$ cat config.mk
export PLATFORM = sky130hd
export DESIGN_NAME = pcds_div
export DESIGN_NICKNAME = d
export VERILOG_FILES = /design/src/rtl/core/pcds_pkg.sv /design/src/rtl/core/pcds_div.sv
export SDC_FILE = /design/constraint.sdc
export NUM_CORES = 2
export LEC_CHECK = 0
export BUFFER_PORTS_ARGS = -buffer_cell sky130_fd_sc_hd__buf_4
export CAP_MARGIN = 25
export CORE_ASPECT_RATIO = 2
export CORE_MARGIN = 2
export CORE_UTILIZATION = 45
export CTS_BUF_LIST = sky130_fd_sc_hd__clkbuf_16
export CTS_CLUSTER_DIAMETER = 30
export DETAILED_ROUTE_END_ITERATION = 16
export HOLD_SLACK_MARGIN = 0.03
export SLEW_MARGIN = 15
export SYNTH_ARGS = -nofsm -noshare
export SYNTH_HDL_FRONTEND = slang
export SYNTH_SLANG_ARGS = --single-unit
$ cat constraint.sdc
create_clock -name clock -period 9.65 [get_ports clock]
set_clock_uncertainty 0.2 [all_clocks]
set_input_delay 2.895 -clock clock [delete_from_list [all_inputs] [get_ports clock]]
set_output_delay 2.895 -clock clock [all_outputs]
set_load 0.01 [all_outputs]
$ cat src/rtl/core/pcds_pkg.sv
// Package for the pixel clock divider search.
// Constants and types shared by the stage module and the top level.
package pcds_pkg;
   localparam int unsigned FreqWidth = 20;
   localparam int unsigned FracMin   = 18;
   localparam int unsigned FracMax   = 35;
   localparam int unsigned NumFrac   = FracMax - FracMin + 1;
   localparam logic [31:0] PllHz     = 32'd480000000;
   localparam logic [9:0]  KScale    = 10'd1000;
   localparam logic [9:0]  LowStart  = 10'd999;
   localparam logic [7:0]  NoFrac    = 8'd255;
   localparam logic        StatusOk  = 1'b0;
   localparam logic        StatusZero = 1'b1;

   typedef struct packed {
      logic [9:0] low_rest;
      logic [7:0] low_x;
      logic [7:0] low_k;
      logic [9:0] high_rest;
      logic [7:0] high_x;
      logic [7:0] high_k;
   } best_type;
endpackage

$ cat src/rtl/core/pcds_div.sv
// Restoring divider stage: one quotient bit per stage, pipelined 32 deep.
// Uses pcds_pkg. Computes 480000000 / freq for one item per cycle while advance is high.
module pcds_div (
   input  logic                             clock,
   input  logic                             reset,
   input  logic                             advance,
   input  logic                             in_valid,
   input  logic [pcds_pkg::FreqWidth-1:0]   in_freq,
   output logic                             out_valid,
   output logic [pcds_pkg::FreqWidth-1:0]   out_freq,
   output logic [31:0]                      out_quot
);
   import pcds_pkg::*;

   logic [32:0]          valid_ff;
   logic [FreqWidth-1:0] freq_ff  [33];
   logic [31:0]          quot_ff  [33];
   logic [FreqWidth:0]   rem_ff   [33];
   logic [31:0]          quot_in  [32];
   logic [FreqWidth:0]   rem_in   [32];

   always_comb begin
      for (int i = 0; i < 32; i++) begin
         logic [FreqWidth+1:0] trial;
         trial = {rem_ff[i], PllHz[31-i]};
         quot_in[i] = quot_ff[i];
         if (trial >= {2'b00, freq_ff[i]}) begin
            rem_in[i] = (FreqWidth+1)'(trial - {2'b00, freq_ff[i]});
            quot_in[i][31-i] = 1'b1;
         end else begin
            rem_in[i] = trial[FreqWidth:0];
         end
      end
   end

   always_ff @(posedge clock) begin
      if (reset) begin
         valid_ff <= '0;
      end else if (advance) begin
         valid_ff <= {valid_ff[31:0], in_valid};
      end
   end

   always_ff @(posedge clock) begin
      if (advance) begin
         freq_ff[0] <= in_freq;
         quot_ff[0] <= '0;
         rem_ff[0]  <= '0;
         for (int i = 0; i < 32; i++) begin
            freq_ff[i+1] <= freq_ff[i];
            quot_ff[i+1] <= quot_in[i];
            rem_ff[i+1]  <= rem_in[i];
         end
      end
   end

   assign out_valid = valid_ff[32];
   assign out_freq  = freq_ff[32];
   assign out_quot  = quot_ff[32];
endmodule

# Word level (Yosys, flattened, before mapping)

Memory sizes are Yosys's and may differ from the RTL's.
Cells that the tools add are included.

Memories kept: 3
Input port bits: 24
RAM bits: 2409
Latch bits: 0
Output and inout bits: 53
Register bits: 33
ROM bits: 0

Div/mod/pow operators: 0
Reductions and logical operators: 0
Eq/ne operators: 0
Add/subtract/negate cells: 32
Muxes and demuxes: 66
Bitwise operators: 0
$mul: 0
Shift operators: 0
$lt $le $gt $ge: 32

Memory list:

| name    | depth | bits a word | rd ports | clocked after Yosys merged registers in | write ports | RTL line       | text |
|---|---|---|---|---|---|---|---|
| quot_ff | 33    | 32          | 33       | 0                                       | 33          | pcds_div.sv:17 | `logic [31:0] quot_ff [33];` |
| rem_ff  | 33    | 21          | 32       | 0                                       | 33          | pcds_div.sv:18 | `logic [FreqWidth:0] rem_ff [33];` |
| freq_ff | 33    | 20          | 33       | 0                                       | 33          | pcds_div.sv:16 | `logic [FreqWidth-1:0] freq_ff [33];` |

Operators with widths:

| kind           | number |
|---|---|
| $ge 22x20->1   | 32 |
| $mux 21        | 32 |
| $sub 21x20->21 | 32 |
| $mux 1         | 34 |

# Logic depth before layout (Yosys ltp)

An unclocked memory read counts as a cell.

Depth in word-level cells: 3
Mapped depth: 14
Gate-level depth less buffers: 12

# Least setup slack after synthesis

No wires, ideal clock.

Path kind: input -> register
Start point: in advance
End point: reg valid_ff[0]
Slack: 5454 ps
Library setup time: 128 ps
Path buffers: 2
Stages on the path: 4
Arrival time: 3868 ps
Data required time: 9322 ps
Path through: clkbuf_1 > clkbuf_1 > mux2i_1 > nor2_1

RTL lines:

| element              | RTL line       | text |
|---|---|---|
| start, declared      | pcds_div.sv:6  | `input logic advance,` |
| end signal, assigned | pcds_div.sv:40 | `valid_ff <= {valid_ff[31:0], in_valid};` |
| end, declared        | pcds_div.sv:15 | `logic [32:0] valid_ff;` |

==> PnR_summary.wiki <==
{| class="wikitable"
! Metric !! Value
|-
| DPL Wire Length || 167 mm
|-
| Vias per inst || 5.46
|-
| Cell area after placement || 97300 sq um
|-
| Post-Layout Cell Count || 10.9k
|-
| First-iteration detailed-routing DRC count || 3397
|-
| Tcrit/Tclk final || 47.7%
|-
| Highest achievable clock rate || 0.217 GHz
|-
| Clock root cell || sky130_fd_sc_hd__clkbuf_16
|-
| Placeable core area || 206000 sq um
|-
| Nature of the critical path endpoint || flip-flop
|-
| Cell depth of the worst setup path || 3
|-
| Gr usage total || 20.9%
|-
| Area share of the leading cell type in the synthesized netlist || 59.1%
|-
| WL per Instance || 20.4 um
|-
| Layout cells sized above 1 || 9.26%
|-
| Worst-path cell with the longest stage delay || sky130_fd_sc_hd__buf_4
|-
| Final setup violating endpoints || 0
|-
| Area of the multi-input gates || 34000 sq um
|-
| Final Instance Area || 107000 sq um
|-
| Postcts setup bufs || 0
|-
| Horizontal die dimension || 326 um
|-
| Combined area of all synthesized cells || 93500 sq um
|-
| Pre-antenna DRT Iters || 7
|-
| Net switching power || 0.0131 W
|-
| Worst Path Class, Setup || in2reg
|-
| Async set-or-reset flop fraction in the synthesized netlist || 0%
|-
| Global-route wire length before repair || 340 mm
|-
| Number of port buffers || 76
|-
| Vias || 59.7k
|-
| Max Fanout on Critical Path || 131
|-
| Synthesized instance count || 7712
|-
| Most used standard cell by instance count after synthesis || sky130_fd_sc_hd__edfxtp_1
|-
| Max Root-Sink Buffers || 4
|-
| Overall die area || 212000 sq um
|-
| Most area-consuming cells after synthesis || sky130_fd_sc_hd__edfxtp_1 59%, sky130_fd_sc_hd__ha_1 8.2%, sky130_fd_sc_hd__inv_1 3.0%
|-
| Dominant synthesized flop cell || sky130_fd_sc_hd__edfxtp_1
|-
| Crit Reg-Reg Startpoint || rem_ff[0][358]
|-
| Switching portion of total power || 35.7%
|-
| # Max-Cap Violations || 0
|-
| Clk pin slew, worst setup/hold paths || 0.06 ns
|-
| Grt ovf || 0
|-
| Internal cell power || 0.0236 W
|-
| Number of hold-repair buffers added at the cts stage || 0
|-
| Post-synthesis register bit count || 1872
|-
| Count of boundary I/O pins || 77
|-
| Cell type with the highest occurrence count on the critical path || sky130_fd_sc_hd__buf_4
|-
| Worst Hold Class || reg2reg
|-
| Number of cells on the worst hold path || 0
|-
| Proportion of synthesized chip area in sequential cells || 59.8%
|-
| Routed wire length || 223 mm
|-
| Register share of total power || 34.8%
|-
| Via count of the first global-routing pass || 62.5k
|-
| Pin count of the biggest net entering global routing || 166
|-
| Final total negative setup slack || 0 ns
|-
| Routed Antenna Nets || 0
|-
| Hold WS || 0.195 ns
|-
| Syn_area_per_cell || 12.1 sq um
|-
| Sinks on Clock Net || 1872
|-
| Count of different cell masters after synthesis || 89
|-
| Number of fill cells in the layout || 17.6k
|-
| Family with the most delay on the worst path || buffers and inverters
|-
| Sequential cell area || 55900 sq um
|-
| Number of core rows || 236
|-
| Part of the total power dissipated in combinational logic || 36.3%
|-
| Critical path cell sequence || buf_16 -> buf_4 -> buf_4
|-
| Arrival time reported for the critical path endpoint || 4.88 ns
|-
| Overall die height || 649 um
|-
| End point of the critical path || rem_ff[0][420]
|-
| Worst setup path startpoint || advance
|-
| Final design utilization || 52.0%
|-
| PD cells || 343 nW/um^2
|-
| IR drop worst, VDD || 184 uV
|-
| Worst stage delay on the critical path || 0.68 ns
|-
| Startpoint type of the worst setup path || input port
|-
| Final Hold Viols || 0
|-
| R2r endpoint || rem_ff[0][382]
|-
| Setup repair after global routing missed its margin || false
|-
| Commonest cells post-synth || 1839 x sky130_fd_sc_hd__edfxtp_1, 759 x sky130_fd_sc_hd__inv_1, 661 x sky130_fd_sc_hd__nand2_1
|-
| Tightest Pin Transition || 1.05 ns
|-
| CP required || 9.92 ns
|-
| Syn-to-layout area delta || 14.8%
|-
| Number of buffer and inverter stages on the critical path || 3
|-
| Reg-to-reg slack, setup || 5.24 ns
|-
| Clock share of power || 28.8%
|-
| Routability-driven placement congestion ratio || 0.925
|-
| Clock latency of the later-clocked register in the worst-skew pair || 0.88 ns
|-
| Cell count after placement || 10.4k
|-
| Register-to-Register Path Depth || 10
|-
| Count of flip-flops with a built-in enable after synthesis || 1839
|-
| TritonCTS Buffers || 299
|-
| Outcome || complete, no violations
|-
| Yosys warnings || 0
|-
| Cell type with the largest total area after synthesis || sky130_fd_sc_hd__edfxtp_1
|-
| Tightest slew margin relative to the limit || 29.1%
|-
| Residual DRC || 0
|-
| Initial core utilization || 45.3%
|-
| Max-slew violation total from the final report || 0
|-
| Final net count || 8636
|-
| Clock tree from TritonCTS || yes
|-
| Minimum clock period after layout || 4.61 ns
|-
| H-tree depth || 5
|-
| Post_cts resized || 0
|-
| Leak pwr || 42.7 nW
|-
| Antenna violations before repair || 3
|}
power groups by stage:
stage	Clock, W	Sequential [W]	Combinational [W]
after global routing	0.0112	0.0130	0.0148
after floorplan	0	0.0123	0.00979
final	0.0106	0.0128	0.0134
after global placement	0	0.0129	0.0129
after CTS	0.0108	0.0128	0.0133
after detailed placement	0	0.0129	0.0132
kinds of logic after synthesis:
| kind of cell | after synthesis | synth area share (%) |
|---|---|---|
| AND/OR/NAND/NOR | 1727 | 8.56 |
| multiplexers | 155 | 1.80 |
| adder cells (fa/ha/maj) | 640 | 8.81 |
| flip-flops | 1872 | 59.8 |
| buffers and inverters | 948 | 3.99 |
| AO/OA/AOI/OAI | 1905 | 12.7 |
| other | 1 | 0.00401 |
| XOR/XNOR | 464 | 4.35 |
routing by layer:
metal  track usage, %  vias up  wire [um]
met4             15.8        2      18100
li1                 -    28800          -
met5                0        -         11
met3             2.69      721       6370
met2             43.2     1232     130000
met1             17.4    29000      69200
worst register-to-register path: stages (launching register included):
cell and delay, ns:
sky130_fd_sc_hd__edfxtp_1 0.40, sky130_fd_sc_hd__ha_1 0.37, sky130_fd_sc_hd__nor2b_1 0.17, sky130_fd_sc_hd__o31a_1 0.30, sky130_fd_sc_hd__o41a_1 0.40, sky130_fd_sc_hd__o311ai_1 0.64
sky130_fd_sc_hd__o21ai_1 0.36, sky130_fd_sc_hd__nor4_1 0.35, sky130_fd_sc_hd__o21a_1 0.18, sky130_fd_sc_hd__buf_4 0.39, sky130_fd_sc_hd__mux2_1 0.40
per-stage QoR:
step	setup slack, ns	power [W]
detailed placement	4.18	0.0262
floorplan	5.45	0.0221
global placement	4.21	0.0259
finish	5.04	0.0368
CTS	5.08	0.0370
global route	4.92	0.0389
worst min path at each step:
stage / start / endpoint / slack (ns)
after floorplan: quot_ff[0][968] / quot_ff[0][1000] / 0.20
after global placement: quot_ff[0][595] / quot_ff[0][627] / 0.20
after detailed placement: quot_ff[0][1012] / quot_ff[0][1044] / 0.20
after CTS: quot_ff[0][598] / quot_ff[0][630] / 0.20
after global routing: quot_ff[0][569] / quot_ff[0][601] / 0.20
final: quot_ff[0][563] / quot_ff[0][595] / 0.20
registers in the layout, summed over array words and instances (netlist names):
name / flops
quot_ff: 528
rem_ff: 651
freq_ff: 660
valid_ff: 33
layout make-up:
cell class / instances / area share [%]
diodes: 2 / 0.00466
clock buffers: 310 / 7.23
clock inverters: 227 / 2.13
inverters: 765 / 2.67
multi-input cells: 4901 / 31.7
flip-flops and latches: 1872 / 52.1
well taps: 2737 / 3.19
repair buffers: 133 / 1.07
placed cells by master (no fill, tap or decap), drive strengths merged, types with 67 or more instances in the layout:
cell	count
nand3	96
nor3	107
nor2	388
inv	867
ha	610
o31ai	67
a21o	244
clkbuf	310
nand4	77
nand2	661
o21ai	640
xor2	235
mux2	108
o21a	106
nor2b	81
edfxtp	1839
buf	132
nand2b	103
xnor2	229
clkinv	87
a21oi	434
Power figures use the tool's default switching activity.
